**config.mk**
```make
export PLATFORM = sky130hd
export DESIGN_NAME = sstr_ctrl
export DESIGN_NICKNAME = d
export VERILOG_FILES = /design/src/rtl/sstr_pkg.sv /design/src/rtl/sstr_ctrl.sv
export SDC_FILE = /design/constraint.sdc
export NUM_CORES = 1
export LEC_CHECK = 0
export BUFFER_PORTS_ARGS = -buffer_cell sky130_fd_sc_hd__buf_4
export CAP_MARGIN = 10
export CORE_AREA = 2 2 39 41
export DETAILED_ROUTE_END_ITERATION = 8
export DIE_AREA = 0 0 41 43
export HOLD_SLACK_MARGIN = 0.05
export MAX_ROUTING_LAYER = met4
export PLACE_DENSITY = 0.68
export SETUP_SLACK_MARGIN = 0.1
export SYNTH_ARGS = -nofsm -noshare
export SYNTH_HDL_FRONTEND = slang
export SYNTH_SLANG_ARGS = --single-unit
```
**constraint.sdc**
```tcl
create_clock -name clk_i -period 3.3 [get_ports clk_i]
set_input_delay 0.66 -clock clk_i [delete_from_list [all_inputs] [get_ports clk_i]]
set_output_delay 0.66 -clock clk_i [all_outputs]
set_load 0.01 [all_outputs]
```
**src/rtl/sstr_pkg.sv**
```systemverilog
package sstr_pkg;

  localparam int unsigned FrameWords = 64;
  localparam int unsigned AddrW      = 6;
  localparam int unsigned WordW      = 64;

  typedef struct packed {
    logic [6:0] hours;
    logic [6:0] minutes;
  } in_t;

  typedef struct packed {
    logic [AddrW-1:0] word_index;
    logic [WordW-1:0] pixel_bytes;
    logic             last;
  } out_t;

  // Controller to datapath.
  typedef struct packed {
    logic load;
    logic clr_wr;
    logic pix_wr;
    logic seg_next;
    logic emit_rd;
    logic emit_ld;
  } cmd_t;

  // Datapath to controller.
  typedef struct packed {
    logic addr_last;
    logic seg_lit;
    logic pix_last;
    logic seg_last;
    logic digit_last;
    logic out_valid;
    logic out_taken;
  } stat_t;

  typedef struct packed {
    logic [3:0] ox;
    logic [4:0] oy;
    logic [3:0] w;
    logic [3:0] h;
  } rect_t;

  // Lit segments of a decimal digit; bit s selects segment s of seg_rect.
  // Codes above nine light nothing.
  function automatic logic [6:0] seg_mask(logic [3:0] d);
    logic [6:0] m;
    case (d)
      4'd0:    m = 7'h7B;
      4'd1:    m = 7'h60;
      4'd2:    m = 7'h37;
      4'd3:    m = 7'h67;
      4'd4:    m = 7'h6C;
      4'd5:    m = 7'h4F;
      4'd6:    m = 7'h5F;
      4'd7:    m = 7'h61;
      4'd8:    m = 7'h7F;
      4'd9:    m = 7'h6F;
      default: m = 7'h00;
    endcase
    return m;
  endfunction

  // Segment order: top, bottom, middle, upper-left, lower-left,
  // upper-right, lower-right.
  function automatic rect_t seg_rect(logic [2:0] s);
    rect_t r;
    case (s)
      3'd0:    r = '{ox: 4'd2,  oy: 5'd0,  w: 4'd10, h: 4'd3};
      3'd1:    r = '{ox: 4'd2,  oy: 5'd24, w: 4'd10, h: 4'd3};
      3'd2:    r = '{ox: 4'd2,  oy: 5'd12, w: 4'd10, h: 4'd3};
      3'd3:    r = '{ox: 4'd0,  oy: 5'd2,  w: 4'd3,  h: 4'd10};
      3'd4:    r = '{ox: 4'd0,  oy: 5'd14, w: 4'd3,  h: 4'd10};
      3'd5:    r = '{ox: 4'd11, oy: 5'd2,  w: 4'd3,  h: 4'd10};
      3'd6:    r = '{ox: 4'd11, oy: 5'd14, w: 4'd3,  h: 4'd10};
      default: r = '{ox: 4'd0,  oy: 5'd0,  w: 4'd1,  h: 4'd1};
    endcase
    return r;
  endfunction

endpackage

```
**src/rtl/sstr_ctrl.sv**
```systemverilog
module sstr_ctrl (
  input  logic           clk_i,
  input  logic           rst_ni,
  input  logic           in_valid_i,
  output logic           in_stall_o,
  input  sstr_pkg::stat_t stat_i,
  output sstr_pkg::cmd_t  cmd_o
);
  import sstr_pkg::*;

  typedef enum logic [7:0] {
    S_IDLE      = 8'b0000_0001,
    S_CLEAR     = 8'b0000_0010,
    S_SEG_CHK   = 8'b0000_0100,
    S_PIX_RD    = 8'b0000_1000,
    S_PIX_WR    = 8'b0001_0000,
    S_EMIT_RD   = 8'b0010_0000,
    S_EMIT_LD   = 8'b0100_0000,
    S_EMIT_WAIT = 8'b1000_0000
  } state_e;

  state_e state_q, state_d;
  logic   paint_done;

  assign paint_done = stat_i.seg_last & stat_i.digit_last;
  assign in_stall_o = (state_q != S_IDLE);

  always_comb begin
    state_d = state_q;
    cmd_o   = '0;
    case (state_q)
      S_IDLE: begin
        if (in_valid_i) begin
          cmd_o.load = 1'b1;
          state_d    = S_CLEAR;
        end
      end
      S_CLEAR: begin
        cmd_o.clr_wr = 1'b1;
        if (stat_i.addr_last) begin
          state_d = S_SEG_CHK;
        end
      end
      S_SEG_CHK: begin
        if (stat_i.seg_lit) begin
          state_d = S_PIX_RD;
        end else begin
          cmd_o.seg_next = 1'b1;
          if (paint_done) begin
            state_d = S_EMIT_RD;
          end
        end
      end
      S_PIX_RD: begin
        state_d = S_PIX_WR;
      end
      S_PIX_WR: begin
        cmd_o.pix_wr = 1'b1;
        if (stat_i.pix_last) begin
          cmd_o.seg_next = 1'b1;
          state_d        = paint_done ? S_EMIT_RD : S_SEG_CHK;
        end else begin
          state_d = S_PIX_RD;
        end
      end
      S_EMIT_RD: begin
        cmd_o.emit_rd = 1'b1;
        state_d       = S_EMIT_LD;
      end
      S_EMIT_LD: begin
        cmd_o.emit_ld = 1'b1;
        state_d       = S_EMIT_WAIT;
      end
      S_EMIT_WAIT: begin
        if (stat_i.out_taken) begin
          state_d = stat_i.addr_last ? S_IDLE : S_EMIT_RD;
        end
      end
      default: begin
        state_d = S_IDLE;
      end
    endcase
  end

  always_ff @(posedge clk_i or negedge rst_ni) begin
    if (!rst_ni) begin
      state_q <= S_IDLE;
    end else begin
      state_q <= state_d;
    end
  end

  // No new item may be taken while a word of the previous frame is pending.
  a_idle_no_output: assert property (@(posedge clk_i) disable iff (!rst_ni)
    (state_q == S_IDLE) |-> !stat_i.out_valid)
    else $error("idle with a frame word still pending");

  a_load_shows_word: assert property (@(posedge clk_i) disable iff (!rst_ni)
    cmd_o.emit_ld |=> stat_i.out_valid)
    else $error("loaded frame word not presented");

  a_paint_quiet_output: assert property (@(posedge clk_i) disable iff (!rst_ni)
    (cmd_o.pix_wr || cmd_o.clr_wr) |-> !stat_i.out_valid)
    else $error("frame store written while a word is pending");

endmodule

```
==> Word level (Yosys, flattened, before mapping) <==
Cells that the tools add are included.
{ "totals": {"regBits": 8, "out_inout_bits": 7, "wordCells": 34} }
{ "op_classes": {"n_eq_ne": 13, "mux": 18, "n_bitwise": 1, "reduce_logical": 1} }
{ "op_table": {"columns": ["operator", "n"], "rows": [
  ["8-bit case mux with 8 select lines", 1],
  ["8-bit 2-to-1 mux", 5],
  ["6-bit 2-to-1 mux", 3],
  ["8-bit by 1-bit == test with 1-bit output, second input constant", 1],
  ["8-bit by 2-bit == test with 1-bit output, second input constant", 1],
  ["8-bit by 3-bit == test with 1-bit output, second input constant", 1],
  ["8-bit by 4-bit == test with 1-bit output, second input constant", 1],
  ["8-bit by 5-bit == test with 1-bit output, second input constant", 1],
  ["8-bit by 6-bit == test with 1-bit output, second input constant", 1],
  ["8-bit by 7-bit == test with 1-bit output, second input constant", 1],
  ["8-bit == test, second input constant", 1],
  ["1-bit 2-to-1 mux", 8],
  ["8-bit by 1-bit inequality test with 1-bit output, second input constant", 1],
  ["2-bit inequality test, second input constant", 3],
  ["4-bit AND reduction", 1],
  ["3-bit inequality test, second input constant", 1],
  ["1-bit case mux with 2 select lines", 1],
  ["1-bit bitwise AND", 1]
]} }

==> Longest topological paths before layout <==
{ "logic_depth": {"ltp_word": 4, "ltp_mapped": 4, "depth_no_buf": 4} }

==> Worst setup path after synthesis <==
Ideal clock, no wire load.
{ "synth_timing": {"kind": "register to output", "from": "register state_q[7]", "to": "output cmd_o[2] (netlist name)", "arrival_ps": 1414, "required_time_ps": 2640, "path_slack_ps": 1226, "stages_incl_launch_ff": 4, "path_buffers": 0, "cell_sequence": "dfrtp_1 nor4_4 and4b_1 a21o_1"} }
{ "synth_lines": {"columns": ["item", "line_no", "source"], "rows": [
  ["start, declared", "sstr_ctrl.sv:22", "state_e state_q, state_d;"],
  ["start signal, assigned", "sstr_ctrl.sv:89", "state_q <= state_d;"],
  ["end, declared", "sstr_ctrl.sv:7", "output sstr_pkg::cmd_t cmd_o"]
]} }

==> results.md <==
- Fin crit share: 77.9%
- Drc violations: 0
- Top flop regs: state_q: 8 flops
- Max incr delay on CP: 0.52 ns
- Clock tree root driver cell: clkbuf_4
- Final setup vio count: 0
- Routability Congestion: 0.774
- Area growth from synthesis to layout: 28.0%
- Row cnt: 14
- Vias per inst: 5.83
- PwrDens: 714 nW/µm²
- Reg area: 201 µm²
- Met3 wire length: 41 µm
- Leak: 0.352 nW
- Highest routed metal layer: met4
- Setup WS pre-CTS: 1.01 ns
- CTS tree: built
- Max_cap viols: 0
- Crit Path Category: reg2out
- Largest register by flop count: state_q
- Post-synthesis xor/xnor area fraction: 6.17%
- Cell count after synthesis: 55
- Complex-gate fraction of the synthesized area: 14.1%
- Total congestion overflow: 0
- Wl on met1: 585 µm
- Final min period: 2.57 ns
- Largest net degree at the start of global routing: 9
- Yosys cell types: 28
- # IOs: 17
- Unrepaired setup endpoints after global routing: false
- Worst-Margin Slew: 0.467 ns
- Fin. Hold Viols: 0
- Die Y: 43 µm
- Max clock buf depth: 2
- Slew headroom: 68.7%
- Syn Area/Cell: 10.3 µm²
- Worst path top cell family by delay: simple AND/OR/NAND/NOR gates
- DR WL/cell: 14.4 µm
- Main synth FF type: dfrtp_1
- CTS resizes: 0
- Die X: 41 µm
- CTS sink count: 8
- Filler instances: 136
- Yosys Warn Count: 0
- IO Port Bufs: 15
- Worst VDD drop: 0.311 mV
- Max reg flops: 8
- Cell area after synthesis: 568 µm²
- Flops & latches, synth: 8
- Via count: 525
- F_max: 389 MHz
- Area share of and/or/nand/nor cells after synthesis: 41.6%
- H-Tree Depth: 1
- TritonCTS Buffers: 3
- Synth Area in Adders: 0%
- Core ar.: 1380 µm²
- Final nets: 85
- Slack of the worst reg-to-reg path: 1.48 ns
- Initial antenna violation count: 0
- HP Class: in2async
- Crit path cell chain: nor4_4 > and4b_1 > a21o_1 > buf_4
- Post-synthesis sequential area ratio: 35.5%
- GRT Total Usage: 17.9%
- Commonest non-fill, non-tap cell in the layout: buf_4
- Crit-path max FO: 7
- Worst setup SP type: register
- Async SR Flop Fraction: 100%
- Drt initial violations: 12
- Initial Util: 41.0%
- Number of synthesized flops with an enable pin: 0
- Layout cell share with drive strength beyond 1: 35.1%
- Setup bufs post-CTS: 0
- Final Max Slew Viols: 0
- Slowest stage cell, crit path: nor4_4
- Final WS setup: 0.729 ns
- Mux cell area share after synthesis: 0%
- Outcome: complete, no violations
- First-pass GRT wire length: 1.99 mm
- Final WL: 1.30 mm
- Crit end category: primary output
- Number of hold buffers added after CTS: 0
- Clock Pin Slew Worst Setup and Hold Paths: 0.06 ns
- CP arrival: 1.91 ns
- Area of the multi-input gates: 352 µm²
- Routed wl met2: 636 µm
- Largest family of logic cells by synthesized area: simple AND/OR/NAND/NOR gates
- Worst-skew pair later-pin latency: 0.26 ns
- Setup Skew: 0.0114 ns
- Setup TNS: 0 ns
- Detail Route Antenna Nets: 0
- # diodes: 0
- Most frequent cells in the layout: buf_4 (15), dfrtp_1 (7), nor2_1 (6)
- Pre-Repair DR Iteration Count: 4
- CP bufs+invs: 1
- Vias in the first global route: 450
- Crit path required time: 2.64 ns
- Final HPWL from detailed placement: 1.03 mm
- Die area: 1760 µm²
- Synth Net Count: 65
stage by stage:
step           std cells  hold slack (ns)  util, %  power (mW)  area (µm²)
4_1_cts               90            0.199     52.5       0.525         727
3_3_place_gp          86            0.486     50.6       0.431         701
6_report              90            0.201     52.5       0.519         727
3_5_place_dp          86            0.487     50.6       0.438         701
5_1_grt               90            0.192     52.5       0.557         727
2_1_floorplan         55            0.364        -       0.354         568
where the power goes:
group | switching (mW) | leakage (nW) | total [mW] | internal [mW]
Combinational | 0.132 | 0.230 | 0.272 | 0.140
Clock | 0.0366 | 0.0150 | 0.0831 | 0.0465
Sequential | 0.0398 | 0.107 | 0.164 | 0.124
Total | 0.208 | 0.352 | 0.519 | 0.310
synthesized netlist by cell type (all sizes together) (2+ instances only):
cell	instances	area [µm²]
and4b	4	40.0
dfrtp	7	175
o22ai	2	12.5
nand2	2	7.51
nand3	4	20.0
nor2	6	22.5
nand2b	3	18.8
xor2	3	26.3
nand4b	3	41.3
nor4	2	33.8
inv	4	15.0
per-layer routing:
| metal | vias to the layer above | track usage, % |
|---|---|---|
| li1 | 254 | - |
| met1 | 256 | 21.1 |
| met2 | 11 | 25.6 |
| met3 | 4 | 6.28 |
| met4 | 0 | 10.0 |
| met5 | - | - |
logic make-up after synthesis:
kind of cell | count (synthesis)
AO/OA/AOI/OAI | 10
AND/OR/NAND/NOR | 29
flip-flops | 8
XOR/XNOR | 4
buffers and inverters | 4
cell type report:
type / count / share of cell area (%)
multi-input cells: 43 / 48.4
inverters: 4 / 2.07
well taps: 16 / 2.75
clock buffers: 4 / 3.61
flip-flops and latches: 8 / 27.7
repair buffers: 15 / 15.5
worst paths after layout:
kind	cells after the start	to	from
setup / recovery	4	cmd_o[2]	state_q[7]
hold / removal	1	state_q[1]	rst_ni
setup reg to reg	4	state_q[2]	state_q[7]
hold reg to reg	2	state_q[1]	state_q[0]
max in group asynchronous	1	state_q[0]	rst_ni
min in group clk_i	2	state_q[1]	stat_i[6]
Power figures use the tool's default switching activity.
